### src/design/ssec_pkg.sv
// Shared types, codes and helper functions of the six/seven/eight-bit character codec.
`timescale 1ns / 1ps
package ssec_pkg;

  // Register indices on the configuration port (byte address divided by four)
  localparam int unsigned CfgAddrWidth = 4;
  localparam logic [1:0] REG_DIRECTION  = 2'd0;
  localparam logic [1:0] REG_CODING     = 2'd1;
  localparam logic [1:0] REG_ENCRYPTION = 2'd2;

  localparam logic DIR_ENCODE = 1'b0;
  localparam logic DIR_DECODE = 1'b1;

  localparam logic [1:0] MODE_ASCII8 = 2'd0;
  localparam logic [1:0] MODE_UTF8   = 2'd1;
  localparam logic [1:0] MODE_ASCII7 = 2'd2;
  localparam logic [1:0] MODE_SIXBIT = 2'd3;

  // Any encryption mode other than none is unsupported.
  localparam logic [1:0] ENC_NONE = 2'd0;

  localparam int unsigned DefaultMaxChars = 256;
  localparam int unsigned FifoDepth       = 4;

  typedef enum logic [1:0] {
    ERR_NONE         = 2'd0,
    ERR_INVALID_CHAR = 2'd1,
    ERR_ENCRYPTION   = 2'd2,
    ERR_OVERFLOW     = 2'd3
  } err_t;

  typedef struct packed {
    logic       direction;
    logic [1:0] coding_mode;
    logic [1:0] encryption_mode;
  } cfg_t;

  typedef struct packed {
    err_t       error_code;
    logic       last;
    logic [3:0] valid_bits;
    logic [7:0] data;
  } result_t;

  // Up to two results written into the output queue in one cycle
  typedef struct packed {
    logic [1:0] count;
    result_t    res1;
    result_t    res0;
  } push_t;

  typedef struct packed {
    logic       ok;
    logic [5:0] code;
  } six_enc_t;

  function automatic logic [14:0] low_mask(input logic [3:0] n);
    logic [14:0] m;
    m = 15'h7FFF << n;
    return ~m;
  endfunction

  function automatic logic [3:0] code_len(input logic [1:0] mode);
    logic [3:0] len;
    case (mode)
      MODE_ASCII8, MODE_UTF8: len = 4'd8;
      MODE_ASCII7:            len = 4'd7;
      MODE_SIXBIT:            len = 4'd6;
      default:                len = 4'd8;
    endcase
    return len;
  endfunction

  // Six-bit encoding: lower case letters are folded to upper case first.
  function automatic six_enc_t sixbit_encode(input logic [7:0] ch);
    six_enc_t   r;
    logic [7:0] c;
    c = ch;
    if (c >= 8'h61 && c <= 8'h7A) begin
      c = c - 8'h20;
    end
    r.ok   = 1'b1;
    r.code = 6'd0;
    if (c >= 8'h40 && c <= 8'h5F) begin
      r.code = 6'(c - 8'h40);
    end else if (c >= 8'h20 && c <= 8'h3F) begin
      r.code = c[5:0];
    end else begin
      r.ok = 1'b0;
    end
    return r;
  endfunction

  // Codes below 32 stand for the characters from '@' upwards.
  function automatic logic [7:0] sixbit_decode(input logic [7:0] c, input logic [1:0] mode);
    logic [7:0] r;
    r = c;
    if (mode == MODE_SIXBIT && c < 8'd32) begin
      r = c + 8'h40;
    end
    return r;
  endfunction

endpackage

### src/design/six_seven_eight_bit_char_codec_top.sv
// Top level of the six/seven/eight-bit character codec.
`timescale 1ns / 1ps
// The codec packs characters into a bit stream, most significant bit first, as
// eight-bit, seven-bit or six-bit codes (encode), or cuts a packed stream back
// into characters (decode). Direction, coding mode and encryption mode are set
// through the APB-style port at byte addresses 0, 4 and 8. The user must write
// them only while the block is idle; the block does not enforce this. The pready
// output is always high. Input words arrive on the s_ channel: a character or a
// packed byte with its count of valid leading bits, and s_tlast on the final
// word of a message. Each input word gives zero, one or two result words on the
// m_ channel; the final word of a message always gives at least one, carrying
// m_tlast. Every result word carries the sticky error code as it stands after
// its input word. An accepted word waits in the input register until the
// four-entry queue has room, and its results are then written into the queue,
// which offers them on the m_ side. The core logic takes one input word per
// cycle while the queue has room; the rate is bounded by the output side
// draining one result word per cycle. When the receiver stalls the queue fills,
// and s_tready falls while a word waits in the input register and fewer than
// two entries are free; no result is lost.
// A synchronous reset clears the configuration, the queue and all message
// state (bit accumulator, fill count, character count and sticky error).
module six_seven_eight_bit_char_codec_top
  import ssec_pkg::*;
#(
  parameter int unsigned MAX_CHARS = DefaultMaxChars
) (
  input  logic                    clk,
  input  logic                    rst,
  // Configuration port
  input  logic                    psel,
  input  logic                    penable,
  input  logic                    pwrite,
  input  logic [CfgAddrWidth-1:0] paddr,
  input  logic [31:0]             pwdata,
  output logic [31:0]             prdata,
  output logic                    pready,
  // Input words
  input  logic                    s_tvalid,
  output logic                    s_tready,
  // [7:0] in_byte, [11:8] in_valid_bits, [15:12] zero
  input  logic [15:0]             s_tdata,
  input  logic                    s_tlast,
  // Result words
  output logic                    m_tvalid,
  input  logic                    m_tready,
  // [7:0] out_byte, [11:8] out_valid_bits, [13:12] error_code, [15:14] zero
  output logic [15:0]             m_tdata,
  output logic                    m_tlast
);

  cfg_t    cfg;
  push_t   push;
  logic    room;
  result_t out_res;

  ssec_cfg u_cfg (
    .clk     (clk),
    .rst     (rst),
    .psel    (psel),
    .penable (penable),
    .pwrite  (pwrite),
    .paddr   (paddr),
    .pwdata  (pwdata),
    .prdata  (prdata),
    .pready  (pready),
    .cfg     (cfg)
  );

  ssec_core #(
    .MAX_CHARS (MAX_CHARS)
  ) u_core (
    .clk           (clk),
    .rst           (rst),
    .cfg           (cfg),
    .in_valid      (s_tvalid),
    .in_ready      (s_tready),
    .in_byte       (s_tdata[7:0]),
    .in_valid_bits (s_tdata[11:8]),
    .in_last       (s_tlast),
    .room          (room),
    .push          (push)
  );

  ssec_out_fifo u_out_fifo (
    .clk       (clk),
    .rst       (rst),
    .push      (push),
    .room      (room),
    .out_valid (m_tvalid),
    .out_ready (m_tready),
    .out_res   (out_res)
  );

  // Result word layout on the master side
  assign m_tdata = {2'b00, out_res.error_code, out_res.valid_bits, out_res.data};
  assign m_tlast = out_res.last;

endmodule

### src/design/ssec_cfg.sv
// APB-style configuration registers of the character codec.
`timescale 1ns / 1ps
module ssec_cfg
  import ssec_pkg::*;
(
  input  logic                    clk,
  input  logic                    rst,
  input  logic                    psel,
  input  logic                    penable,
  input  logic                    pwrite,
  input  logic [CfgAddrWidth-1:0] paddr,
  input  logic [31:0]             pwdata,
  output logic [31:0]             prdata,
  output logic                    pready,
  output cfg_t                    cfg
);

  logic       wr_en;
  logic [1:0] reg_sel;

  assign pready  = 1'b1;
  assign wr_en   = psel && penable && pwrite;
  assign reg_sel = paddr[3:2];

  always_ff @(posedge clk) begin
    if (rst) begin
      cfg <= '0;
    end else if (wr_en) begin
      case (reg_sel)
        REG_DIRECTION:  cfg.direction       <= pwdata[0];
        REG_CODING:     cfg.coding_mode     <= pwdata[1:0];
        REG_ENCRYPTION: cfg.encryption_mode <= pwdata[1:0];
        default: ;
      endcase
    end
  end

  always_comb begin
    case (reg_sel)
      REG_DIRECTION:  prdata = {31'd0, cfg.direction};
      REG_CODING:     prdata = {30'd0, cfg.coding_mode};
      REG_ENCRYPTION: prdata = {30'd0, cfg.encryption_mode};
      default:        prdata = 32'd0;
    endcase
  end

endmodule

### src/design/ssec_core.sv
// Input register, bit accumulator state and the single-pass encode/decode logic.
`timescale 1ns / 1ps
module ssec_core
  import ssec_pkg::*;
#(
  parameter int unsigned MAX_CHARS = DefaultMaxChars
) (
  input  logic       clk,
  input  logic       rst,
  input  cfg_t       cfg,
  input  logic       in_valid,
  output logic       in_ready,
  input  logic [7:0] in_byte,
  input  logic [3:0] in_valid_bits,
  input  logic       in_last,
  input  logic       room,
  output push_t      push
);

  localparam int unsigned CntWidth = $clog2(MAX_CHARS);
  localparam logic [CntWidth-1:0] CharLimit = CntWidth'(MAX_CHARS - 1);

  // Input register
  logic       held_valid;
  logic [7:0] held_byte;
  logic [3:0] held_vb;
  logic       held_last;
  logic       advance;

  // Message state
  logic [14:0]         acc;
  logic [3:0]          fill;
  logic [CntWidth-1:0] chars;
  err_t                err_held;
  logic [14:0]         acc_next;
  logic [3:0]          fill_next;
  logic [CntWidth-1:0] chars_next;
  err_t                err_next;

  // Working signals
  logic [3:0]          len;
  six_enc_t            six;
  logic                enc_ok;
  logic [7:0]          enc_code;
  logic [14:0]         e_acc1, e_acc2;
  logic [3:0]          e_fill1, e_fill2;
  logic                e_emit;
  logic [7:0]          e_byte, e_flush;
  logic [3:0]          vbc;
  logic [14:0]         d_acc1;
  logic [3:0]          d_fill1, d_fill_a, d_fill_b;
  logic                d_emit1, d_emit2;
  logic [7:0]          d_c1, d_c2;
  logic                ov1, ov2;
  logic [CntWidth-1:0] chars_a, chars_b;
  logic [1:0]          base_n;
  logic                extra;
  result_t             extra_res;
  result_t             r0, r1;
  logic [1:0]          n;

  assign advance  = held_valid && room;
  assign in_ready = !held_valid || advance;

  always_ff @(posedge clk) begin
    if (rst) begin
      held_valid <= 1'b0;
    end else if (in_ready) begin
      held_valid <= in_valid;
    end
  end

  always_ff @(posedge clk) begin
    if (in_ready && in_valid) begin
      held_byte <= in_byte;
      held_vb   <= in_valid_bits;
      held_last <= in_last;
    end
  end

  always_ff @(posedge clk) begin
    if (rst) begin
      acc      <= '0;
      fill     <= '0;
      chars    <= '0;
      err_held <= ERR_NONE;
    end else if (advance) begin
      acc      <= acc_next;
      fill     <= fill_next;
      chars    <= chars_next;
      err_held <= err_next;
    end
  end

  // Encode path: append one code, release a full byte, flush the rest on the last word.
  always_comb begin
    len      = code_len(cfg.coding_mode);
    six      = sixbit_encode(held_byte);
    enc_ok   = 1'b1;
    enc_code = held_byte;
    case (cfg.coding_mode)
      MODE_ASCII7: enc_ok = !held_byte[7];
      MODE_SIXBIT: begin
        enc_ok   = six.ok;
        enc_code = {2'b00, six.code};
      end
      default: ;
    endcase
    if (enc_ok) begin
      e_acc1  = (acc << len) | 15'(enc_code);
      e_fill1 = fill + len;
    end else begin
      e_acc1  = acc;
      e_fill1 = fill;
    end
    e_emit  = e_fill1 >= 4'd8;
    e_byte  = 8'(e_acc1 >> (e_fill1 - 4'd8));
    e_fill2 = e_emit ? e_fill1 - 4'd8 : e_fill1;
    e_acc2  = e_acc1 & low_mask(e_fill2);
    e_flush = 8'(e_acc2 << (4'd8 - e_fill2));
  end

  // Decode path: shift in the leading bits, cut at most two characters.
  always_comb begin
    vbc      = (held_vb > 4'd8) ? 4'd8 : held_vb;
    d_acc1   = 15'({acc, held_byte} >> (4'd8 - vbc));
    d_fill1  = fill + vbc;
    d_emit1  = d_fill1 >= len;
    d_fill_a = d_emit1 ? d_fill1 - len : d_fill1;
    d_emit2  = d_emit1 && (d_fill_a >= len);
    d_fill_b = d_emit2 ? d_fill_a - len : d_fill_a;
    d_c1     = sixbit_decode(8'((d_acc1 >> d_fill_a) & low_mask(len)), cfg.coding_mode);
    d_c2     = sixbit_decode(8'((d_acc1 >> d_fill_b) & low_mask(len)), cfg.coding_mode);
    ov1      = chars >= CharLimit;
    chars_a  = ov1 ? chars : chars + 1'b1;
    ov2      = chars_a >= CharLimit;
    if (d_emit2) begin
      chars_b = ov2 ? chars_a : chars_a + 1'b1;
    end else if (d_emit1) begin
      chars_b = chars_a;
    end else begin
      chars_b = chars;
    end
  end

  // Result assembly and next state
  always_comb begin
    err_next = err_held;
    if (err_next == ERR_NONE && cfg.encryption_mode != ENC_NONE) begin
      err_next = ERR_ENCRYPTION;
    end
    r0 = '0;
    r1 = '0;
    if (cfg.direction == DIR_ENCODE) begin
      if (err_next == ERR_NONE && !enc_ok) begin
        err_next = ERR_INVALID_CHAR;
      end
      base_n        = {1'b0, e_emit};
      r0.data       = e_byte;
      r0.valid_bits = 4'd8;
      acc_next      = e_acc2;
      fill_next     = e_fill2;
      chars_next    = chars;
    end else begin
      if (err_next == ERR_NONE && ((d_emit1 && ov1) || (d_emit2 && ov2))) begin
        err_next = ERR_OVERFLOW;
      end
      base_n        = {1'b0, d_emit1} + {1'b0, d_emit2};
      r0.data       = d_c1;
      r0.valid_bits = 4'd8;
      r1.data       = d_c2;
      r1.valid_bits = 4'd8;
      acc_next      = d_acc1 & low_mask(d_fill_b);
      fill_next     = d_fill_b;
      chars_next    = chars_b;
    end

    // A partial byte on the last word, or an empty end marker if nothing else goes out
    extra     = held_last &&
                (((cfg.direction == DIR_ENCODE) && (e_fill2 != 4'd0)) || (base_n == 2'd0));
    extra_res = '0;
    if (cfg.direction == DIR_ENCODE && e_fill2 != 4'd0) begin
      extra_res.data       = e_flush;
      extra_res.valid_bits = e_fill2;
    end
    n = base_n;
    if (extra) begin
      if (base_n == 2'd0) begin
        r0 = extra_res;
      end else begin
        r1 = extra_res;
      end
      n = base_n + 2'd1;
    end
    if (held_last) begin
      if (n == 2'd1) begin
        r0.last = 1'b1;
      end else if (n == 2'd2) begin
        r1.last = 1'b1;
      end
    end
    r0.error_code = err_next;
    r1.error_code = err_next;

    push.count = advance ? n : 2'd0;
    push.res0  = r0;
    push.res1  = r1;

    if (held_last) begin
      acc_next   = '0;
      fill_next  = '0;
      chars_next = '0;
      err_next   = ERR_NONE;
    end
  end

endmodule

### src/design/ssec_out_fifo.sv
// Small result queue: takes up to two words a cycle, hands out one when the reader is ready.
`timescale 1ns / 1ps
module ssec_out_fifo
  import ssec_pkg::*;
(
  input  logic    clk,
  input  logic    rst,
  input  push_t   push,
  output logic    room,
  output logic    out_valid,
  input  logic    out_ready,
  output result_t out_res
);

  localparam int unsigned PtrWidth = $clog2(FifoDepth);
  localparam int unsigned CntWidth = $clog2(FifoDepth + 1);

  result_t             entries [FifoDepth];
  logic [PtrWidth-1:0] wr_ptr, rd_ptr;
  logic [CntWidth-1:0] count;
  logic                pop;
  logic [PtrWidth-1:0] wr_ptr_b;

  assign room      = count <= CntWidth'(FifoDepth - 2);
  assign out_valid = count != '0;
  assign out_res   = entries[rd_ptr];
  assign pop       = out_valid && out_ready;
  assign wr_ptr_b  = wr_ptr + 1'b1;

  always_ff @(posedge clk) begin
    if (rst) begin
      wr_ptr <= '0;
      rd_ptr <= '0;
      count  <= '0;
    end else begin
      wr_ptr <= wr_ptr + PtrWidth'(push.count);
      if (pop) begin
        rd_ptr <= rd_ptr + 1'b1;
      end
      count <= count + CntWidth'(push.count) - CntWidth'(pop);
    end
  end

  always_ff @(posedge clk) begin
    if (push.count != 2'd0) begin
      entries[wr_ptr] <= push.res0;
    end
    if (push.count == 2'd2) begin
      entries[wr_ptr_b] <= push.res1;
    end
  end

endmodule
### config.mk
export PLATFORM = sky130hd
export DESIGN_NAME = six_seven_eight_bit_char_codec_top
export DESIGN_NICKNAME = d
export VERILOG_FILES = /design/src/design/ssec_pkg.sv /design/src/design/six_seven_eight_bit_char_codec_top.sv /design/src/design/ssec_cfg.sv /design/src/design/ssec_core.sv /design/src/design/ssec_out_fifo.sv
export SDC_FILE = /design/constraint.sdc
export NUM_CORES = 1
export LEC_CHECK = 0
export BUFFER_PORTS_ARGS = -buffer_cell sky130_fd_sc_hd__buf_2
export CAP_MARGIN = 40
export CORE_AREA = 2 2 143 145
export CTS_BUF_LIST = sky130_fd_sc_hd__clkbuf_4 sky130_fd_sc_hd__clkbuf_8
export CTS_CLUSTER_DIAMETER = 150
export DETAILED_ROUTE_END_ITERATION = 8
export DIE_AREA = 0 0 145 147
export PLACE_DENSITY = 0.8
export SYNTH_ARGS = -nofsm -noshare
export SYNTH_HDL_FRONTEND = slang
export SYNTH_SLANG_ARGS = --single-unit
### constraint.sdc
create_clock -name clk -period 14.95 [get_ports clk]
set_clock_uncertainty 0.05 [all_clocks]
set_input_delay 0.7475 -clock clk [delete_from_list [all_inputs] [get_ports clk]]
set_output_delay 0.7475 -clock clk [all_outputs]
set_load 0.01 [all_outputs]
* After elaboration in Yosys (flattened, before gate mapping)
Memories as Yosys holds them, arrays and structs flattened. A register that Yosys moved wholly into a read port is not among the register bits.
Index checks and enable logic that the tools add are counted.
** Word-level totals
- Flip-flop bits (word level) :: 55
- Bits in writable memories :: 60
- Input port bits :: 60
- Word-level logic and storage cells :: 169
- Memories kept :: 1
** Memory list
- u_out_fifo.entries :: depth 4, width 15, read ports 1, clocked after Yosys merged registers in 1, wr ports 2, RTL line ssec_out_fifo.sv:18 : result_t entries [FifoDepth];
** Cells by class
- Add/sub/neg operators :: 20
- Order comparisons :: 15
- Equality and inequality tests :: 8
- Shift operators :: 9
- Multiplexer cells :: 53
- Bitwise logic cells :: 9
- Reduce and logical (&&, ||, !) cells :: 40
** Operators by type and width (number)
- 8-bit two-way mux :: 11
- 12-bit two-way mux :: 4
- 15-bit two-way mux :: 3
- 15-bit by 4-bit >> shifter with 8-bit output :: 3
- 15-bit AND :: 2
- 15-bit inverter :: 2
- 15-bit by 4-bit left shift with 15-bit output, first input constant :: 2
- 4-bit two-way mux :: 7
- 13-bit two-way mux :: 2
- 23-bit by 4-bit >> shifter with 15-bit output :: 1
- 2-bit two-way mux :: 10
- 1-bit logical AND :: 18
- 8-bit by 1-bit adder with 8-bit output, second input constant :: 2
- 8-bit by 7-bit adder with 8-bit output, second input constant :: 2
- 8-bit AND :: 2
- 8-bit by 7-bit greater-or-equal comparator with 1-bit output, second input constant :: 2
- 8-bit greater-or-equal comparator, second input constant :: 2
- 8-bit by 7-bit less-or-equal comparator with 1-bit output, second input constant :: 2
- 8-bit by 6-bit < comparator with 1-bit output, second input constant :: 2
- 15-bit by 8-bit bitwise OR with 15-bit output :: 1
- 15-bit by 4-bit left shift with 15-bit output :: 1
- 15-bit by 4-bit left shift with 8-bit output :: 1
- 15-bit by 4-bit left shift with 8-bit output, first input constant :: 1
- 6-bit two-way mux :: 2
- 34 further kinds :: 69

* Logic depth before layout (Yosys ltp)
- Depth after elaboration :: 21
- Mapped depth :: 36
- Mapped depth without buffers :: 30

* Modules after synthesis
Synthesis repeated with hierarchy kept, for this count alone.
** Second synthesis, totals
- Cells, all modules :: 1365
- Area, all modules :: 12032.8 sq um
** By module, submodules not included
- ssec_core :: instances 1, cells each 1105, area an instance 7991.4 sq um, sequential area each 991.0 sq um
- ssec_out_fifo :: instances 1, cells each 197, area an instance 3504.6 sq um, sequential area each 1981.9 sq um
- ssec_cfg :: instances 1, cells each 60, area an instance 518.0 sq um, sequential area each 100.1 sq um
- six_seven_eight_bit_char_codec_top :: instances 1, cells each 3, area an instance 18.8 sq um, sequential area each 0.0 sq um

* Worst setup path before layout
No wires, ideal clock.
- Kind :: reg2reg
- Start :: register u_core.fill[1]
- End :: memory u_out_fifo.entries[1][7] (netlist bit) (data pin)
- Arrival time :: 7227 ps
- Data required time :: 14770 ps
- Path slack :: 7542 ps
- Stages on the path, launching flop included :: 31
- Path buffers :: 5
- Cells stage by stage :: dfxtp_1 > clkbuf_1 > clkbuf_1 > inv_1 > fa_1 > inv_1 > fa_1 > a21o_1 > a311oi_1 > nor2_1 > inv_1 > buf_2 > buf_2 > ha_1 > inv_1 > fa_1 > a21oi_1 > o21ai_0 > a211oi_2 > nor2_1 > clkbuf_1 > o21ai_0 > a21oi_1 > a221oi_1 > o211ai_1 > ha_1 > and3_1 > a32o_1 > or3_1 > o221ai_2 > mux2_2
** RTL lines
- start: declaration :: RTL line ssec_core.sv:32 : logic [3:0] fill;
- start signal: assignment :: RTL line ssec_core.sv:89 : fill <= fill_next;
- end: declaration :: RTL line ssec_out_fifo.sv:18

==> results.json <==
{
  "status": "completed",
  "cpPeakStageDelay_ns": 0.72,
  "post-route-period-util_pct": 58.4,
  "synth_common_cells": "125 x nor2_1, 103 x nand2_1, 102 x mux2i_1",
  "vias": 11200,
  "critical_path_required_ns": 15.24,
  "start_util_pct": 58.8,
  "cp_slowest_cell": "inv_1",
  "dr.pass1.iters": 6,
  "path_clk_slew_ns": 0.10,
  "synth_ff_type": "edfxtp_1",
  "cp.arrival_ns": 9.03,
  "synth_edf_count": 73,
  "n_fill_cell": 1669,
  "ys_warn_count": 0,
  "cts.repair.resized": 0,
  "cts_setup_buffers": 0,
  "maxCapViolations": 0,
  "finalNetCount": 1407,
  "grt.overflow.total": 0,
  "antenna_found_initial": 0,
  "worstHoldPathType": "in -> reg",
  "avgRoutedWirePerCell_um": 22.8,
  "wl_mm": 36.4,
  "hold_violations": 0,
  "cts.path.max_buffers": 2,
  "io_buffers": 42,
  "end_kind": "register",
  "cts_buffers": 17,
  "max_slew_margin_pct": 39.1,
  "areaGrowthSynthToFinish_pct": 4.91,
  "coreArea_um2": 19800,
  "layout-drive-gt1-share_pct": 16.7,
  "ys_types": 97,
  "ant_nets": 0,
  "combinationalPowerShare_pct": 42.9,
  "synthTopCellsByArea": "edfxtp_1 19%, mux2i_1 8.8%, dfxtp_1 7.6%, mux4_2 6.4%, nor2_1 4.0%",
  "p_leak_nw": 4.40,
  "grt_use_total_pct": 33.8,
  "worstSetupStartpointType": "register",
  "worst_pin_slew_ns": 0.907,
  "async_flop_share_pct": 0,
  "ys_ff_latch": 117,
  "tns_ns": 0,
  "p_sw_share_pct": 42.2,
  "place.gp.congestion": 1.02,
  "hpwl_mm": 26.5,
  "worst-setup-path-type": "reg -> reg",
  "dieArea_um2": 21300,
  "synth_top_area_share_pct": 18.8,
  "drcViolationCount": 0,
  "die_h_um": 147,
  "grt_pass1_vias": 10300,
  "htree_levels": 4,
  "yosysTopAreaCell": "edfxtp_1",
  "seq_area_frac_synth_pct": 26.4,
  "clock.fmax_ghz": 0.114,
  "p_seq_share_pct": 32.6,
  "peakVddDrop_mv": 0.0546,
  "critical_path.max_fanout": 24,
  "syn-cell-area_um2": 11700,
  "die_x_um": 145,
  "powerDensity_nw_per_um2": 98.4,
  "synthCells": 1334,
  "insertion_delay_ns": 0.48,
  "final_max_slew_viol_count": 0,
  "cts_hold_buf": 0,
  "setup-violations-final": 0,
  "num_rows": 52,
  "min_period_ns": 8.74,
  "p_int_mw": 0.696,
  "grt_max_degree": 40,
  "ios": 112,
  "grt_setup_unrepaired": "false",
  "drt_iter0_drc": 1721,
  "p_sw_mw": 0.508,
  "p_total_mw": 1.20,
  "cts.sinks": 117,
  "clkPwrFrac_pct": 24.5,
  "viasPerCell": 7.03,
  "cts_tree": "built",
  "yosysMostFrequentCell": "nor2_1",
  "grt_pass1_wl_mm": 57.0,
  "avgSynthCellArea_um2": 8.74,
  "cts_root_buf": "clkbuf_8"
}
==> power groups by stage <==
stage                     sequential (mW)  combinational [mW]  clock [mW]
after global routing                0.394               0.554       0.310
after CTS                           0.392               0.502       0.296
after detailed placement            0.400               0.500           0
after global placement              0.403               0.475           0
after floorplan                     0.382               0.389           0
final                               0.392               0.517       0.295
==> flip-flops by register name (all words and copies together) (netlist names), 3 cells and up, named ones only <==
name and cells:
u_cfg.cfg 5, u_core.acc 15, u_core.chars 8, u_core.fill 4, u_core.held_byte 8, u_core.held_vb 4
u_out_fifo.count 3, u_out_fifo.entries 60
==> worst paths after layout <==
check	from	cells past startpoint	slack, ns	to
worst max register to register	u_core.held_vb[3]$_DFFE_PP_	26	6.21	u_out_fifo.entries[1][7]$_DFFE_PP_
worst min register to register	u_core.chars[5]$_SDFFE_PP0P_	2	0.47	u_core.chars[5]$_SDFFE_PP0P_
worst max-delay path	u_core.held_vb[3]$_DFFE_PP_	26	6.21	u_out_fifo.entries[1][7]$_DFFE_PP_
worst min-delay path	s_tdata[3]	1	0.39	u_core.held_byte[3]$_DFFE_PP_
==> worst max-delay path, delay by kind of cell (launching register included) <==
family	cells	cell delay, ns
AOI/OAI and AO/OA	8	2.39
adders and majority gates	5	1.87
buffers and inverters	4	1.11
DFF	1	0.55
muxes	1	0.22
and+or+nand+nor	8	2.40
==> kinds of logic (layout without fill, tap and decap cells) <==
logic type | Yosys count | count (layout) | share of synthesized area, %
AOI/OAI and AO/OA | 390 | 390 | 24.0
and+or+nand+nor | 411 | 411 | 16.8
DFF | 117 | 117 | 26.4
buffers and inverters | 183 | 143 | 7.77
other | 2 | 35 | 0.0644
muxes | 171 | 171 | 18.8
adders and majority gates | 35 | 35 | 4.08
xor gates and xnor gates | 25 | 25 | 2.20
==> per-stage QoR <==
stage / instances / hold slack (ns) / area (µm²) / setup slack [ns] / utilization, %
after CTS: 1594 / 0.379 / 12200 / 6.34 / 61.5
after floorplan: 1365 / 0.426 / 11800 / 7.54 / -
final: 1597 / 0.385 / 12200 / 6.21 / 61.6
after global placement: 1558 / 0.448 / 11800 / 6.02 / 59.3
after detailed placement: 1562 / 0.458 / 11800 / 6.38 / 59.6
after global routing: 1595 / 0.375 / 12200 / 5.61 / 61.6
==> final cells by class <==
cell class | instances | area, µm² | share of cell area [%]
multi-input combinational | 1065 | 7820 | 63.9
tap | 270 | 338 | 2.76
antenna | 2 | 5.00 | 0.0409
timing repair buffer | 68 | 444 | 3.63
clock buffer | 17 | 234 | 1.91
sequential | 117 | 3070 | 25.1
inverter | 43 | 169 | 1.38
clock inverter | 15 | 151 | 1.24
==> routing by layer <==
| metal | global-route usage, % | routed length (µm) | part of all wire [%] | up-vias |
|---|---|---|---|---|
| met5 | 0 | 0 | 0 | - |
| met2 | 54.3 | 16800 | 46 | 760 |
| met3 | 5.22 | 3430 | 9.4 | 149 |
| met1 | 43.5 | 14000 | 38 | 5327 |
| met4 | 19.8 | 2100 | 5.8 | 0 |
| li1 | - | - | - | 4994 |
==> cells in the final DEF, fill, tap and decap left out, types with 30 or more instances in the layout <==
cell      Yosys  routed
nor2_1      125     125
nand2_1     103     103
mux2i_1     102     102
a21oi_1      76      75
edfxtp_1     73      73
o21ai_0      61      59
dfxtp_1      44      44
nand3_1      42      42
buf_2        25      42
inv_1        34      34
mux2_2       34      34
mux4_2       33      33
conb_1        2      33
nor3_1       31      31
ha_1         30      30
Note: power is estimated with default switching activity, not from simulation.
